## src/hdl/pce_ram.sv

```systemverilog
// Generic single-port-write, single-port-read RAM with registered read data.
module pce_ram #(
	parameter int WIDTH = 16,
	parameter int DEPTH = 64
) (
	input  logic                     clk,
	input  logic                     we,
	input  logic [$clog2(DEPTH)-1:0] waddr,
	input  logic [WIDTH-1:0]         wdata,
	input  logic                     re,
	input  logic [$clog2(DEPTH)-1:0] raddr,
	output logic [WIDTH-1:0]         rdata
);

	logic [WIDTH-1:0] mem_q [DEPTH];

	// Write port.
	always_ff @(posedge clk) begin
		if (we) begin
			mem_q[waddr] <= wdata;
		end
	end

	// Registered read port.
	always_ff @(posedge clk) begin
		if (re) begin
			rdata <= mem_q[raddr];
		end
	end

endmodule
```

## config.mk

```make
export PLATFORM = sky130hd
export DESIGN_NAME = pce_ram
export DESIGN_NICKNAME = d
export VERILOG_FILES = /design/src/hdl/pce_ram.sv
export SDC_FILE = /design/constraint.sdc
export NUM_CORES = 1
export LEC_CHECK = 0
export BUFFER_PORTS_ARGS = -buffer_cell sky130_fd_sc_hd__buf_2
export CORE_MARGIN = 2
export CORE_UTILIZATION = 63
export DETAILED_ROUTE_END_ITERATION = 7
export PLACE_DENSITY = 0.85
export SYNTH_ARGS = -nofsm -noshare
export SYNTH_HDL_FRONTEND = slang
export SYNTH_SLANG_ARGS = --single-unit
```

## constraint.sdc

```tcl
create_clock -name clk -period 3 [get_ports clk]
set_input_delay 0.15 -clock clk [delete_from_list [all_inputs] [get_ports clk]]
set_output_delay 0.15 -clock clk [all_outputs]
set_load 0.02 [all_outputs]
```

Yosys cells after proc, flatten, opt, wreduce, memory -nomap -nowiden
Memories as Yosys holds them, arrays and structs flattened. A register that Yosys moved wholly into a read port is not among the register bits.
Cells that the tools add are included.
Cells by class
  multiplexer cells: 2
Operator list (number)
  $mux 1: 2
Word-level totals
  register bits after elaboration: 0
  RAM bits: 1024
  input bits: 31
  output and inout port bits: 16
  word-level logic and storage cells: 3
  memories kept: 1
Memory list
  mem_q: words 64, bits a word 16, read ports 1, clocked after Yosys merged registers in 1, wr ports 1, line 15  | logic [WIDTH-1:0] mem_q [DEPTH];

Logic depth before layout (Yosys ltp)
  word-level depth: 2
  gate-level depth with buffers: 10
  gate-level depth less buffers: 5

Worst setup path after synthesis
OpenSTA, ideal clock, no wires.
  path kind: in2reg
  start: input port waddr[3]
  end: memory mem_q[48][0], enable pin
  setup time: 0.409 ns
  arrival time: 1.776 ns
  required time: 2.591 ns
  slack: 0.815 ns
  stages: 4
  buffers on the path: 1
  cells stage by stage: clkbuf_1 -> nor2b_1 -> nand4b_1 -> nor3_1
RTL lines
  start, declared: line 8  | input logic [$clog2(DEPTH)-1:0] waddr,
  end, declared: line 15
No word-level cell before the write port.

==> flow_metrics.tcl <==
set metrics [dict create \
    fin_hold_ws_ns 0.110 \
    busiest_layer "met2" \
    grt_use_met2 0.497 \
    wl_mm 101 \
    crit_fanout 1 \
    io_pins 47 \
    grt_usage 0.312 \
    first_iter_violations 3164 \
    leakagePower_nw 14.5 \
    core_sq_um 63100 \
    final-max-slew-violation-count 0 \
    relSlewSlack 0.0431 \
    area_growth_pct 12.5 \
    status "finished, final reports clean" \
    grt_pass1_vias 20800 \
    ir_drop_uv 666 \
    ys_ff_latch 1040 \
    hp-start "wdata[14]" \
    tightestPinTransition_ns 1.44 \
    clkLatencyLatePin_ns 0.67 \
    grt_antenna_before_repair 4 \
    grt_max_degree 68 \
    synth_edf_count 1040 \
    clockBufferDepth 3 \
    seq_area_frac_synth 0.777 \
    grt-ovfl-total 0 \
    worstPathArrival_ns 2.74 \
    startpoint_type "flip-flop" \
    synthCells 1829 \
    clkSlewWorstSetupHoldPaths_ns 0.06 \
    vias_per_cell 7.05 \
    grt_setup_unrepaired "false" \
    synth-async-reset-ratio 0 \
    r2r_slack_ns 0.64 \
    most-common-layout-cells "edfxtp_1, mux4_2, buf_4" \
    worst_clock_skew_ns 0.0294 \
    layout.nets 2053 \
    dieArea_sq_um 65800 \
    fin_tns_setup_ns 0 \
    fmax_mhz 424 \
    grt_util_met1 0.420 \
    synthFlopType "edfxtp_1" \
    rows 92 \
    gp_congestion 0.930 \
    r2r-end "rdata[11]$_DFFE_PP_" \
    drtAntennaViolNets 0 \
    fin_crit_ns 2.36 \
    hold_viol 0 \
    met3_usage 0.0828 \
    max_cap_viol_count 0 \
    hold_depth 1 \
    fin_crit_sh 0.787 \
    drc_errors 0 \
    clockRootBuffer "clkbuf_16" \
    port_buffers 46 \
    grt_pass1_wl_mm 146 \
    routedWlPerCell_microns 34.4 \
    die_h_microns 257 \
    min_path_type "in2reg" \
    crit_path_end_kind "flip-flop" \
    power_density_nw_per_um2 660 \
    worstPathRequired_ns 3.38 \
    mostFrequentLayoutCell "edfxtp_1" \
    start_util 0.637 \
    r2r_start "mem_q[22][11]$_DFFE_PP_" \
    firstDrtPassIters 6 \
    htreeDepth 3 \
    critical_path_class "reg2reg" \
    cts_tree "built" \
    worstHoldEndpoint "mem_q[30][14]$_DFFE_PP_" \
    post-cts-setup-buffers 0 \
    yosysWarnings 0 \
    via_count 20800 \
    place_hpwl_mm 58.7 \
    clkSinkCount 1040 \
    drive_above_1_share 0.278 \
    synth_cell_types 42 \
    syn-num-nets 1860 \
    numCtsBuffers 97 \
    syn_area_sq_um 40200 \
    setup_violations 0 \
    reg2reg_depth 5 \
    die_w_microns 257 \
    synth.avg_cell_area_sq_um 22.0 \
]
## cell type report
class,count,area [sq um]
flip-flops and latches,1040,31200
clock inverters,63,572
well taps,846,1060
diodes,1,2.50
multi-input cells,685,8250
repair buffers,198,1580
fillers,3437,17900
clock buffers,111,2520
## stage by stage
step           instance area, sq um  worst slack [ns]  total power, mW  utilization  instances
6_report                      45200             0.640             29.8        0.717       2944
5_1_grt                       45200             0.635             30.5        0.717       2944
4_1_cts                       45200             0.723             29.9        0.717       2943
3_5_place_dp                  42100             0.213             18.0        0.667       2765
3_3_place_gp                  42100             0.237             18.0        0.667       2765
2_1_floorplan                 40200             0.815             17.3            -       1829
## worst max-delay path by stage
stage                                  from  slack, ns                     end
floorplan                          waddr[3]       0.82  mem_q[48][0]$_DFFE_PP_
global placement                   raddr[0]       0.24      rdata[6]$_DFFE_PP_
detailed placement                 raddr[0]       0.21      rdata[6]$_DFFE_PP_
CTS                 mem_q[22][11]$_DFFE_PP_       0.72     rdata[11]$_DFFE_PP_
global route        mem_q[23][11]$_DFFE_PP_       0.63     rdata[11]$_DFFE_PP_
finish              mem_q[22][11]$_DFFE_PP_       0.64     rdata[11]$_DFFE_PP_
## critical path: stages (launching register included)
cell      delay (ns)
edfxtp_1        0.42
mux4_2          0.54
mux2i_1         0.23
a22oi_1         0.23
a31oi_1         0.55
a311oi_1        0.13
## what timing repair did
| item | 4_1_cts | 5_1_grt |
|---|---|---|
| resized for setup | 0 | 0 |
| endpoints found under the setup margin | 0 | 0 |
| hold buffers | 4 | 0 |
| hold endpoints to repair | 73 | 0 |
## power breakdown
group | total (mW) | leakage [nW] | switching (mW) | internal, mW
Sequential | 16.2 | 9.37 | 0.0695 | 16.1
Combinational | 1.59 | 3.62 | 1.02 | 0.574
Clock | 12.1 | 1.51 | 5.25 | 6.80
Total | 29.8 | 14.5 | 6.34 | 23.5
## sequential cells by signal, summed over array words and instances, names as in the netlist
register,flops
mem_q,1024
rdata,16
## Yosys cell counts (2+ instances only)
master	count	area [sq um]
a211o_1	8	70.1
a211oi_1	8	60.1
a21oi_1	17	85.1
a221o_1	6	60.1
a221oi_1	16	140
a22o_1	6	52.6
a22oi_1	39	293
a311oi_1	8	70.1
a31oi_1	8	50.1
a41oi_1	5	43.8
and2_1	2	12.5
and4_1	5	43.8
buf_1	3	11.3
buf_12	5	100
buf_2	36	180
buf_4	13	97.6
buf_6	17	191
buf_8	3	45.0
clkbuf_1	24	90.1
clkbuf_2	2	10.0
edfxtp_1	1040	31200
mux2_2	27	304
mux2i_1	85	851
mux4_1	4	105
mux4_2	220	4950
nand2_1	59	221
nand2b_1	3	18.8
nand3_1	24	120
nand3b_1	2	15.0
nand4_1	12	75.1
nor2_1	72	270
nor2_2	2	12.5
nor2b_1	30	188
nor3_1	2	10.0
nor4_2	3	37.5
o21ai_0	5	25.0
o21ai_1	3	15.0
## routing by layer
metal | vias to the layer above | routed length, microns
met1 | 10600 | 34100
met2 | 1786 | 49400
li1 | 8072 | -
met5 | - | 25
met3 | 289 | 13100
met4 | 4 | 4580
## cell families after synthesis
group / Yosys count / share of synthesized area
flip-flops: 1040 / 0.777
multiplexers: 336 / 0.155
buffers and inverters: 104 / 0.0182
AND/OR/NAND/NOR: 220 / 0.0264
AO/OA/AOI/OAI: 129 / 0.0240
No activity file was read; power rests on OpenSTA's default activity.
